`src/rtl/core/qpd_pkg.sv`:
```
`default_nettype none

package qpd_pkg;

   // Default sizing of the block.
   localparam int SAMPLE_BITS_DEF = 12;
   localparam int MAX_GROUPS_DEF  = 64;

   // Window register.
   localparam int          WINDOW_BITS  = 7;
   localparam logic [6:0]  WINDOW_RESET = 7'd9;

   // Result fields.
   localparam int POWER_BITS  = 29;
   localparam int SUM_BITS    = 20;
   localparam int POWER_SHIFT = 8;

   // Stream data widths, padded to whole bytes.
   localparam int REQ_TDATA_BITS = 16;
   localparam int RSP_TDATA_BITS = 72;

   // Carrier phase within one four-sample group.
   typedef enum logic [1:0] {
      PHASE_0 = 2'd0,
      PHASE_1 = 2'd1,
      PHASE_2 = 2'd2,
      PHASE_3 = 2'd3
   } qpd_phase_type;

endpackage

`default_nettype wire

```
`src/rtl/core/qpd_accum.sv`:
```
`default_nettype none

module qpd_accum
   import qpd_pkg::*;
#(
   parameter int SAMPLE_BITS = SAMPLE_BITS_DEF,
   parameter int MAX_GROUPS  = MAX_GROUPS_DEF,
   localparam int ACC_BITS   = SAMPLE_BITS + 2 + $clog2(MAX_GROUPS)
) (
   input  wire                              clock,
   input  wire                              reset,
   input  wire                              csr_we,
   input  wire  [WINDOW_BITS-1:0]           csr_wdata,
   input  wire                              req_tvalid,
   output logic                             req_tready,
   input  wire  [REQ_TDATA_BITS-1:0]        req_tdata,
   output logic                             sum_valid,
   input  wire                              sum_ready,
   output logic signed [ACC_BITS-1:0]       sum_i,
   output logic signed [ACC_BITS-1:0]       sum_q
);

   localparam int GCW = $clog2(MAX_GROUPS + 1);
   localparam int CW  = (GCW > WINDOW_BITS) ? GCW : WINDOW_BITS;

   logic [WINDOW_BITS-1:0]       window_ff;
   qpd_phase_type                phase_ff, phase_in;
   logic [GCW-1:0]               count_ff, count_in;
   logic signed [ACC_BITS-1:0]   acc_i_ff, acc_i_in;
   logic signed [ACC_BITS-1:0]   acc_q_ff, acc_q_in;
   logic                         sum_valid_ff, sum_valid_in;
   logic signed [ACC_BITS-1:0]   sum_i_ff, sum_i_in;
   logic signed [ACC_BITS-1:0]   sum_q_ff, sum_q_in;

   logic                         accept;
   logic signed [ACC_BITS-1:0]   smp;
   logic signed [ACC_BITS-1:0]   next_i, next_q;
   logic [CW-1:0]                win_eff, count_next;
   logic                         group_end, window_end;

   // A sample is taken unless it closes a window while the finished-sum
   // register is full and not draining.
   assign req_tready = !sum_valid_ff || sum_ready || !window_end;
   assign accept     = req_tvalid && req_tready;

   assign smp = ACC_BITS'($signed({1'b0, req_tdata[SAMPLE_BITS-1:0]}));

   // Mix with the quarter-rate carrier: I follows + - - +, Q follows + + - -.
   always_comb begin
      unique case (phase_ff)
         PHASE_0: begin
            next_i = acc_i_ff + smp;
            next_q = acc_q_ff + smp;
         end
         PHASE_1: begin
            next_i = acc_i_ff - smp;
            next_q = acc_q_ff + smp;
         end
         PHASE_2: begin
            next_i = acc_i_ff - smp;
            next_q = acc_q_ff - smp;
         end
         PHASE_3: begin
            next_i = acc_i_ff + smp;
            next_q = acc_q_ff - smp;
         end
         default: begin
            next_i = acc_i_ff;
            next_q = acc_q_ff;
         end
      endcase
   end

   // Effective window: zero acts as one, large values clip to the maximum.
   always_comb begin
      if (window_ff == '0) begin
         win_eff = CW'(1);
      end else if (CW'(window_ff) > CW'(MAX_GROUPS)) begin
         win_eff = CW'(MAX_GROUPS);
      end else begin
         win_eff = CW'(window_ff);
      end
   end

   assign count_next = CW'(count_ff) + CW'(1);
   assign group_end  = (phase_ff == PHASE_3);
   assign window_end = group_end && (count_next >= win_eff);

   // Next state of the accumulators and the finished-sum register.
   always_comb begin
      phase_in     = phase_ff;
      count_in     = count_ff;
      acc_i_in     = acc_i_ff;
      acc_q_in     = acc_q_ff;
      sum_valid_in = sum_valid_ff && !sum_ready;
      sum_i_in     = sum_i_ff;
      sum_q_in     = sum_q_ff;
      if (accept) begin
         phase_in = qpd_phase_type'(phase_ff + 2'd1);
         if (window_end) begin
            count_in     = '0;
            acc_i_in     = '0;
            acc_q_in     = '0;
            sum_valid_in = 1'b1;
            sum_i_in     = next_i;
            sum_q_in     = next_q;
         end else begin
            acc_i_in = next_i;
            acc_q_in = next_q;
            if (group_end) begin
               count_in = GCW'(count_next);
            end
         end
      end
   end

   always_ff @(posedge clock) begin
      if (reset) begin
         window_ff    <= WINDOW_RESET;
         phase_ff     <= PHASE_0;
         count_ff     <= '0;
         acc_i_ff     <= '0;
         acc_q_ff     <= '0;
         sum_valid_ff <= 1'b0;
      end else begin
         if (csr_we) begin
            window_ff <= csr_wdata;
         end
         phase_ff     <= phase_in;
         count_ff     <= count_in;
         acc_i_ff     <= acc_i_in;
         acc_q_ff     <= acc_q_in;
         sum_valid_ff <= sum_valid_in;
      end
   end

   // Sum payload needs no reset.
   always_ff @(posedge clock) begin
      sum_i_ff <= sum_i_in;
      sum_q_ff <= sum_q_in;
   end

   assign sum_valid = sum_valid_ff;
   assign sum_i     = sum_i_ff;
   assign sum_q     = sum_q_ff;

endmodule

`default_nettype wire

```
`src/rtl/core/qpd_power.sv`:
```
`default_nettype none

module qpd_power
   import qpd_pkg::*;
#(
   parameter int SAMPLE_BITS = SAMPLE_BITS_DEF,
   parameter int MAX_GROUPS  = MAX_GROUPS_DEF,
   localparam int ACC_BITS   = SAMPLE_BITS + 2 + $clog2(MAX_GROUPS)
) (
   input  wire                              clock,
   input  wire                              reset,
   input  wire                              sum_valid,
   output logic                             sum_ready,
   input  wire  signed [ACC_BITS-1:0]       sum_i,
   input  wire  signed [ACC_BITS-1:0]       sum_q,
   output logic                             rsp_tvalid,
   input  wire                              rsp_tready,
   output logic [RSP_TDATA_BITS-1:0]        rsp_tdata
);

   localparam int HALF_BITS = ACC_BITS - 1;
   localparam int SQ_BITS   = 2 * HALF_BITS;
   localparam int TOT_BITS  = SQ_BITS + 1;

   logic signed [HALF_BITS-1:0]  half_i, half_q;
   logic signed [SQ_BITS-1:0]    prod_i, prod_q;
   logic [TOT_BITS-1:0]          total;

   logic                         sq_valid_ff;
   logic [SQ_BITS-1:0]           sq_i_ff, sq_q_ff;
   logic signed [SUM_BITS-1:0]   sq_si_ff, sq_sq_ff;
   logic                         out_valid_ff;
   logic [POWER_BITS-1:0]        out_power_ff;
   logic signed [SUM_BITS-1:0]   out_i_ff, out_q_ff;

   logic                         out_adv, sq_adv;

   // Stage moves on when the stage after it is empty or draining.
   assign out_adv   = !out_valid_ff || rsp_tready;
   assign sq_adv    = !sq_valid_ff || out_adv;
   assign sum_ready = sq_adv;

   // Halve with an arithmetic shift, then square each sum.
   assign half_i = HALF_BITS'(sum_i >>> 1);
   assign half_q = HALF_BITS'(sum_q >>> 1);
   assign prod_i = half_i * half_i;
   assign prod_q = half_q * half_q;

   // Add the registered squares and scale down.
   assign total = TOT_BITS'(sq_i_ff) + TOT_BITS'(sq_q_ff);

   always_ff @(posedge clock) begin
      if (reset) begin
         sq_valid_ff  <= 1'b0;
         out_valid_ff <= 1'b0;
      end else begin
         if (sq_adv) begin
            sq_valid_ff <= sum_valid;
         end
         if (out_adv) begin
            out_valid_ff <= sq_valid_ff;
         end
      end
   end

   always_ff @(posedge clock) begin
      if (sq_adv) begin
         sq_i_ff  <= $unsigned(prod_i);
         sq_q_ff  <= $unsigned(prod_q);
         sq_si_ff <= SUM_BITS'(sum_i);
         sq_sq_ff <= SUM_BITS'(sum_q);
      end
      if (out_adv) begin
         out_power_ff <= POWER_BITS'(total >> POWER_SHIFT);
         out_i_ff     <= sq_si_ff;
         out_q_ff     <= sq_sq_ff;
      end
   end

   assign rsp_tvalid = out_valid_ff;
   assign rsp_tdata  = RSP_TDATA_BITS'({out_q_ff, out_i_ff, out_power_ff});

endmodule

`default_nettype wire

```
`src/rtl/core/quadrature_iq_power_detector_core.sv`:
```
// Quarter-rate quadrature downconverter with power detector.
//
// Input channel req_*: one unsigned ADC sample per item in req_tdata.
// Result channel rsp_*: one item per window, carrying the power
// ((I>>1)^2 + (Q>>1)^2) >> 8 and the raw I and Q sums of the window.
// csr_we/csr_wdata write the window length in four-sample groups (0 acts
// as 1, values above MAX_GROUPS act as MAX_GROUPS); write it only while idle.
//
// Throughput is one sample per clock while req_tready is high: samples are
// mixed and accumulated as they are accepted. The edge that accepts a
// window's last sample loads the sum register; the square register and then
// the output register load after it, with the multiplier before the square
// register and the adder and shift before the output register.
// When the receiver stalls, the result holds in the output register and
// the square and sum registers fill behind it; req_tready drops only when
// a window ends while all three are occupied.
// Synchronous reset clears the sums, phase and group count, empties the
// pipeline and sets the window to nine groups.

`default_nettype none

module quadrature_iq_power_detector_core
   import qpd_pkg::*;
#(
   parameter int SAMPLE_BITS = SAMPLE_BITS_DEF,
   parameter int MAX_GROUPS  = MAX_GROUPS_DEF
) (
   input  wire                          clock,
   input  wire                          reset,
   input  wire                          csr_we,
   input  wire  [WINDOW_BITS-1:0]       csr_wdata,
   input  wire                          req_tvalid,
   output logic                         req_tready,
   input  wire  [REQ_TDATA_BITS-1:0]    req_tdata,   // [11:0] sample
   output logic                         rsp_tvalid,
   input  wire                          rsp_tready,
   output logic [RSP_TDATA_BITS-1:0]    rsp_tdata    // [28:0] power, [48:29] in_phase,
                                                     // [68:49] quadrature
);

   localparam int ACC_BITS = SAMPLE_BITS + 2 + $clog2(MAX_GROUPS);

   logic                        sum_valid, sum_ready;
   logic signed [ACC_BITS-1:0]  sum_i, sum_q;

   // Mixer and window accumulators.
   qpd_accum #(
      .SAMPLE_BITS (SAMPLE_BITS),
      .MAX_GROUPS  (MAX_GROUPS)
   ) u_accum (
      .clock      (clock),
      .reset      (reset),
      .csr_we     (csr_we),
      .csr_wdata  (csr_wdata),
      .req_tvalid (req_tvalid),
      .req_tready (req_tready),
      .req_tdata  (req_tdata),
      .sum_valid  (sum_valid),
      .sum_ready  (sum_ready),
      .sum_i      (sum_i),
      .sum_q      (sum_q)
   );

   // Squaring and output register.
   qpd_power #(
      .SAMPLE_BITS (SAMPLE_BITS),
      .MAX_GROUPS  (MAX_GROUPS)
   ) u_power (
      .clock      (clock),
      .reset      (reset),
      .sum_valid  (sum_valid),
      .sum_ready  (sum_ready),
      .sum_i      (sum_i),
      .sum_q      (sum_q),
      .rsp_tvalid (rsp_tvalid),
      .rsp_tready (rsp_tready),
      .rsp_tdata  (rsp_tdata)
   );

endmodule

`default_nettype wire

```
`config.mk`:
```
export PLATFORM = sky130hd
export DESIGN_NAME = quadrature_iq_power_detector_core
export DESIGN_NICKNAME = d
export VERILOG_FILES = /design/src/rtl/core/qpd_pkg.sv /design/src/rtl/core/qpd_accum.sv /design/src/rtl/core/qpd_power.sv /design/src/rtl/core/quadrature_iq_power_detector_core.sv
export SDC_FILE = /design/constraint.sdc
export NUM_CORES = 2
export LEC_CHECK = 0
export BUFFER_PORTS_ARGS = -buffer_cell sky130_fd_sc_hd__buf_2
export CELL_PAD_IN_SITES_DETAIL_PLACEMENT = 0
export CELL_PAD_IN_SITES_GLOBAL_PLACEMENT = 1
export CORE_UTILIZATION = 30
export CTS_BUF_LIST = sky130_fd_sc_hd__clkbuf_2
export DETAILED_ROUTE_END_ITERATION = 10
export GPL_ROUTABILITY_DRIVEN = 0
export PLACE_DENSITY_LB_ADDON = 0.3
export SLEW_MARGIN = 40
export SYNTH_ARGS = -nofsm -noshare
export SYNTH_HDL_FRONTEND = slang
export SYNTH_HIERARCHICAL = 1
export SYNTH_SLANG_ARGS = --single-unit
```
`constraint.sdc`:
```
create_clock -name clock -period 6.8 [get_ports clock]
set_input_delay 0.68 -clock clock [delete_from_list [all_inputs] [get_ports clock]]
set_output_delay 0.68 -clock clock [all_outputs]
set_load 0.05 [all_outputs]
```
== Yosys cells after proc, flatten, opt, wreduce, memory -nomap -nowiden ==
Index checks and enable logic that the tools add are counted.
Cells by class
  add/sub/neg operators: 7
  multiply operators: 2
  magnitude comparators: 2
  eq/ne operators: 3
  muxes and demuxes: 10
  reductions and logical operators: 21
Operators with widths (number)
  one-hot mux 20 bit (2 select lines): 2
  multiplier 19 x 19 -> 37 bit: 2
  adder 20 x 13 -> 20 bit: 2
  two-way mux 20 bit: 2
  subtractor 20 x 13 -> 20 bit: 2
  adder 37 bit: 1
  two-way mux 7 bit: 4
  OR reduction 2 bit: 4
  adder 7 x 1 -> 7 bit, second input constant: 1
  greater-or-equal comparator 7 bit: 1
  > comparator 7 bit, second input constant: 1
  zero test 7 bit: 1
  zero test 1 bit: 5
  == test 2 bit, second input constant: 2
  logical OR 1 bit: 4
  AND reduction 2 bit: 2
  logical AND 1 bit: 3
  adder 2 x 1 -> 2 bit, second input constant: 1
  == test 2 x 1 -> 1 bit, second input constant: 1
  zero test 2 bit: 1
  two-way mux 1 bit: 2
  nonzero test 2 bit: 1
Storage, ports and cells
  flip-flop bits (word level): 282
  bits of input ports: 28
  output and inout bits: 74
  word-level logic and storage cells: 62

== Logic depth before layout (Yosys ltp) ==
  word-level depth: 9
  mapped depth: 25
  depth with buffers taken out: 23

== By module ==
The synthesis kept the hierarchy.
Modules (own cells, without submodules)
  qpd_power: instances 1, cells an instance 2908, area an instance 30817.1 um^2, sequential area each 5415.2 um^2
  qpd_accum: instances 1, cells an instance 621, area an instance 5889.4 um^2, sequential area each 2342.2 um^2

== Worst setup path before layout ==
No wires, ideal clock.
  kind: reg2reg
  from: reg u_accum.sum_i_ff[8], in the netlist u_accum/sum_i[8]
  to: reg u_power.sq_i_ff[33], data pin
  setup time: 0.260 ns
  arrival: 6.455 ns
  data required time: 6.540 ns
  path slack: 0.086 ns
  stages on the path, launching flop included: 23
  path buffers: 2
  period minus slack after synthesis: 6.714 ns
  path through: edfxtp_1 -> clkbuf_1 -> clkbuf_1 -> nand2_1 -> fa_1 -> fa_1 -> fa_1 -> inv_1 -> fa_1 -> inv_1 -> fa_1 -> inv_1 -> fa_1 -> ha_1 -> ha_1 -> or4_4 -> a311oi_2 -> o311ai_2 -> a2111oi_4 -> o31ai_2 -> a21o_1 -> a21oi_2 -> xnor2_1
Between the ends
  cells in the longest elaborated chain, start to end: 1
Ends and longest elaborated chain
  start, declared: RTL line qpd_accum.sv:32  | logic signed [ACC_BITS-1:0] sum_i_ff, sum_i_in;
  start signal, assigned: RTL line qpd_accum.sv:139  | sum_i_ff <= sum_i_in;
  multiplier 19 x 19 -> 37 bit: RTL line qpd_power.sv:46  | assign prod_i = half_i * half_i;
  net u_power.prod_i[33]: RTL line qpd_power.sv:26  | logic signed [SQ_BITS-1:0] prod_i, prod_q;
  end signal, assigned: RTL line qpd_power.sv:68  | sq_i_ff <= $unsigned(prod_i);
  end, declared: RTL line qpd_power.sv:30  | logic [SQ_BITS-1:0] sq_i_ff, sq_q_ff;
The timed path passes the listed nets, and every way through them passes these cells.
A chain may end at the register's enable or synchronous reset.

== Final worst setup path ==
  from: reg u_accum.sum_i_ff[6], in the netlist u_accum/sum_i[6]
  to: reg u_power.sq_i_ff[33], data pin
Same word-level chain as after synthesis.

==> out/results.txt <==
initial core utilization -> 30.43%
PnR Total Power -> 8.999 mW
Port Buffers -> 94
initial antenna violation count -> 20
Setup crit start -> u_accum/sum_i[6]
area delta synth->final -> 15.85%
RSZ-0062 raised after global routing -> yes
# IOs -> 102
Rel. slew slack -> 41.75%
Most common cell on crit path -> fa_1
mux cell area share after synthesis -> 0.4227%
worst-margin pin slew -> 0.8707 ns
drt wl/cell -> 17.11 um
number of synthesized register bits -> 278
ys flop type -> edfxtp_1
largest family of logic cells by synthesized area -> adder cells
cell area after synthesis -> 36710 sq um
core box area -> 120600 sq um
Hold Crit Class -> input port to flip-flop
vias in the first global route -> 27480
WS Path Type -> flip-flop to flip-flop
CTS tree -> done
Worst path slowest cell -> fa_1
cell type with the largest total area after synthesis -> fa_1
worst reg-to-reg setup slack -> 0.04 ns
Die Wd -> 351.8 um
PD cells -> 211.6 nW/um^2
CTS Buffer Depth -> 3
Layout fillers -> 12390
most frequent cell after synthesis -> inv_1
status -> complete, no violations
post-synthesis compound-gate area fraction -> 8.341%
Critical Path Max Stage Delay -> 0.61 ns
1st-iter DRT viols -> 1069
ranking of synthesized cells by area -> fa_1 36%, edfxtp_1 18%, ha_1 12%
crit path cell chain -> buf_12 > and2_4 > fa_2 > fa_1 > inv_2 > fa_1 > inv_2 > fa_1 > fa_1 > fa_1 > ha_1 > ha_2 > or4_4 > a311oi_4 > o311ai_4 > a2111oi_4 > buf_4 > o31ai_4 > a21o_1 > a21oi_2 > xnor2_1
top cell type's share of synthesized area -> 35.50%
Async SR Flop Fraction -> 0%
capture point of the worst reg-to-reg path -> u_power/sq_i_ff[33]
crit path capture -> u_power/sq_i_ff[33]
max-cap viol count -> 0
# DRC -> 0
CTS root buf -> clkbuf_2
All-Layer GR Usage -> 15.99%
FF-to-FF Start -> u_accum/sum_i[6]
area of the multi-input gates -> 26180 sq um
reg2reg path depth -> 21
global-route wire length before repair -> 151.5 mm
CP required -> 7.76 ns
post-layout min period -> 6.758 ns
clock sinks -> 278
CTS Buf Count -> 81
final net count -> 4913
Synth Area in XOR/XNOR -> 4.581%
Vias/cell -> 4.547
GRT overflow -> 0
Pleak -> 20.98 nW
Max Fclk -> 148.0 MHz
simple-gate share of the synthesized area -> 9.551%
vias -> 25340
Post-Syn Instances -> 3529
post-route antenna net violation count -> 0
Fin Clk Skew -> 0.1902 ns
FF/Latch Area -> 7757 sq um
WHS -> 0.2320 ns
Synth cell types -> 85
Pre-Repair DR Iteration Count -> 5
H-tree Lvls -> 3
die height -> 351.8 um
Routed WL -> 95.35 mm
Post-DP HPWL -> 78.38 mm
commonest cells in the netlist -> 771 x inv_1, 651 x fa_1, 338 x ha_1
sequential share of the synthesized area -> 21.13%
Avg Inst Size Synth -> 10.40 sq um
CP delay by family, top -> adder cells
Crit. End Element -> flip-flop
largest net degree at the start of global routing -> 78
# setup viols final -> 0
Final Hold Fails -> 0
Startpoint Class -> flip-flop
Worst Path Max Fanout -> 5
area share of fa/ha/maj cells after synthesis -> 47.03%
DIE AREA -> 123800 sq um
layout cells sized above 1 -> 15.28%
clock latency at the later pin of the worst-skew pair -> 1.22 ns
Slew Limit Fails -> 0
fin crit share -> 99.38%
Ys Warns -> 6
Crit path depth -> 21
EDFF count, synth -> 219
CP arrival -> 7.72 ns
Reg clk slew, reported paths -> 0.10 ns
peak supply drop -> 0.0002626 V
Crit path buffers/inverters -> 4
Core Rows -> 127
final core utilization -> 35.26%
[tightest hold or removal path, delay by kind of cell]
| family | cells | cell delay, ns |
|---|---|---|
| fa+ha+maj | 1 | 0.30 |
| buf+inv | 1 | 0.10 |
| mux | 1 | 0.19 |
[repair_timing]
item | in CTS | in global routing
pin swaps | 12 | 61
setup endpoints to repair | 11 | 21
endpoints found under the hold margin | 71 | 0
hold buffers | 25 | 0
resized for setup | 19 | 100
setup buffers | 11 | 20
[kinds of logic (layout without fill, tap and decap cells)]
kind of cell | count (synthesis) | count (layout)
adders and majority gates | 989 | 989
buffers and inverters | 866 | 1288
AOI/OAI and AO/OA | 437 | 437
and+or+nand+nor | 751 | 751
muxes | 15 | 15
DFF | 278 | 278
other | 1 | 11
xor gates and xnor gates | 192 | 192
[worst min path at each step]
stage                        start  cells after the start  slack (ns)                   to
2_1_floorplan  u_power/sq_si_ff[0]                      0        0.40  u_power/out_i_ff[0]
3_3_place_gp   u_power/sq_si_ff[5]                      0        0.40  u_power/out_i_ff[5]
3_5_place_dp   u_power/sq_si_ff[2]                      0        0.40  u_power/out_i_ff[2]
4_1_cts               req_tdata[1]                      3        0.06     u_accum/sum_i[1]
5_1_grt               req_tdata[1]                      3        0.14     u_accum/sum_i[1]
6_report              req_tdata[1]                      3        0.23     u_accum/sum_i[1]
[power breakdown]
part	internal, mW	switching, mW	total (mW)
logic	2.02	3.14	5.16
clock network	0.494	0.806	1.30
registers	2.39	0.150	2.54
[cell type report]
class / instances / area share (%)
Multi-Input combinational cell: 2387 / 61.58
Timing Repair Buffer: 375 / 6.865
Inverter: 773 / 6.838
Clock inverter: 27 / 0.3590
Clock buffer: 113 / 1.330
Sequential cell: 278 / 18.24
Antenna cell: 8 / 0.04708
Tap cell: 1612 / 4.743
[cell usage in the layout (no fill, tap or decap), drive strengths merged, types with 31 or more instances in the layout]
master / n
a21o: 65
a21oi: 113
and2: 78
buf: 350
clkbuf: 113
dfxtp: 59
edfxtp: 219
fa: 651
ha: 338
inv: 773
nand2: 326
nor2: 157
nor2b: 43
nor3: 31
o21ai: 51
xnor2: 118
xor2: 74
[flip-flops by register name, indices dropped and copies added (netlist names), 7 cells and up]
| register | count |
|---|---|
| u_accum/acc_i_ff | 20 |
| u_accum/acc_q_ff | 20 |
| u_accum/count_ff | 7 |
| u_accum/sum_i | 20 |
| u_accum/sum_q | 20 |
| u_accum/window_ff | 7 |
| u_power/out_i_ff | 20 |
| u_power/out_power_ff | 29 |
| u_power/out_q_ff | 20 |
| u_power/sq_i_ff | 36 |
| u_power/sq_q_ff | 36 |
| u_power/sq_si_ff | 19 |
| u_power/sq_sq_ff | 19 |
[through the flow]
stage | worst slack (ns) | instance area, sq um | std cells | setup TNS (ns)
floorplan | 0.08559 | 36710 | 3531 | 0
global placement | -0.1433 | 40720 | 5369 | -0.3433
detailed placement | -0.1749 | 40730 | 5369 | -0.5084
CTS | 0.0005276 | 41880 | 5545 | 0
global route | -0.1410 | 42510 | 5568 | -0.8464
finish | 0.04221 | 42520 | 5573 | 0
[per-layer routing]
metal,global-route usage [%],share of wire (%)
met3,2.526,4.0
met1,22.71,48
met4,3.114,1.6
met2,25.70,46
met5,0,0.071
(Power assumes the default switching activity.)
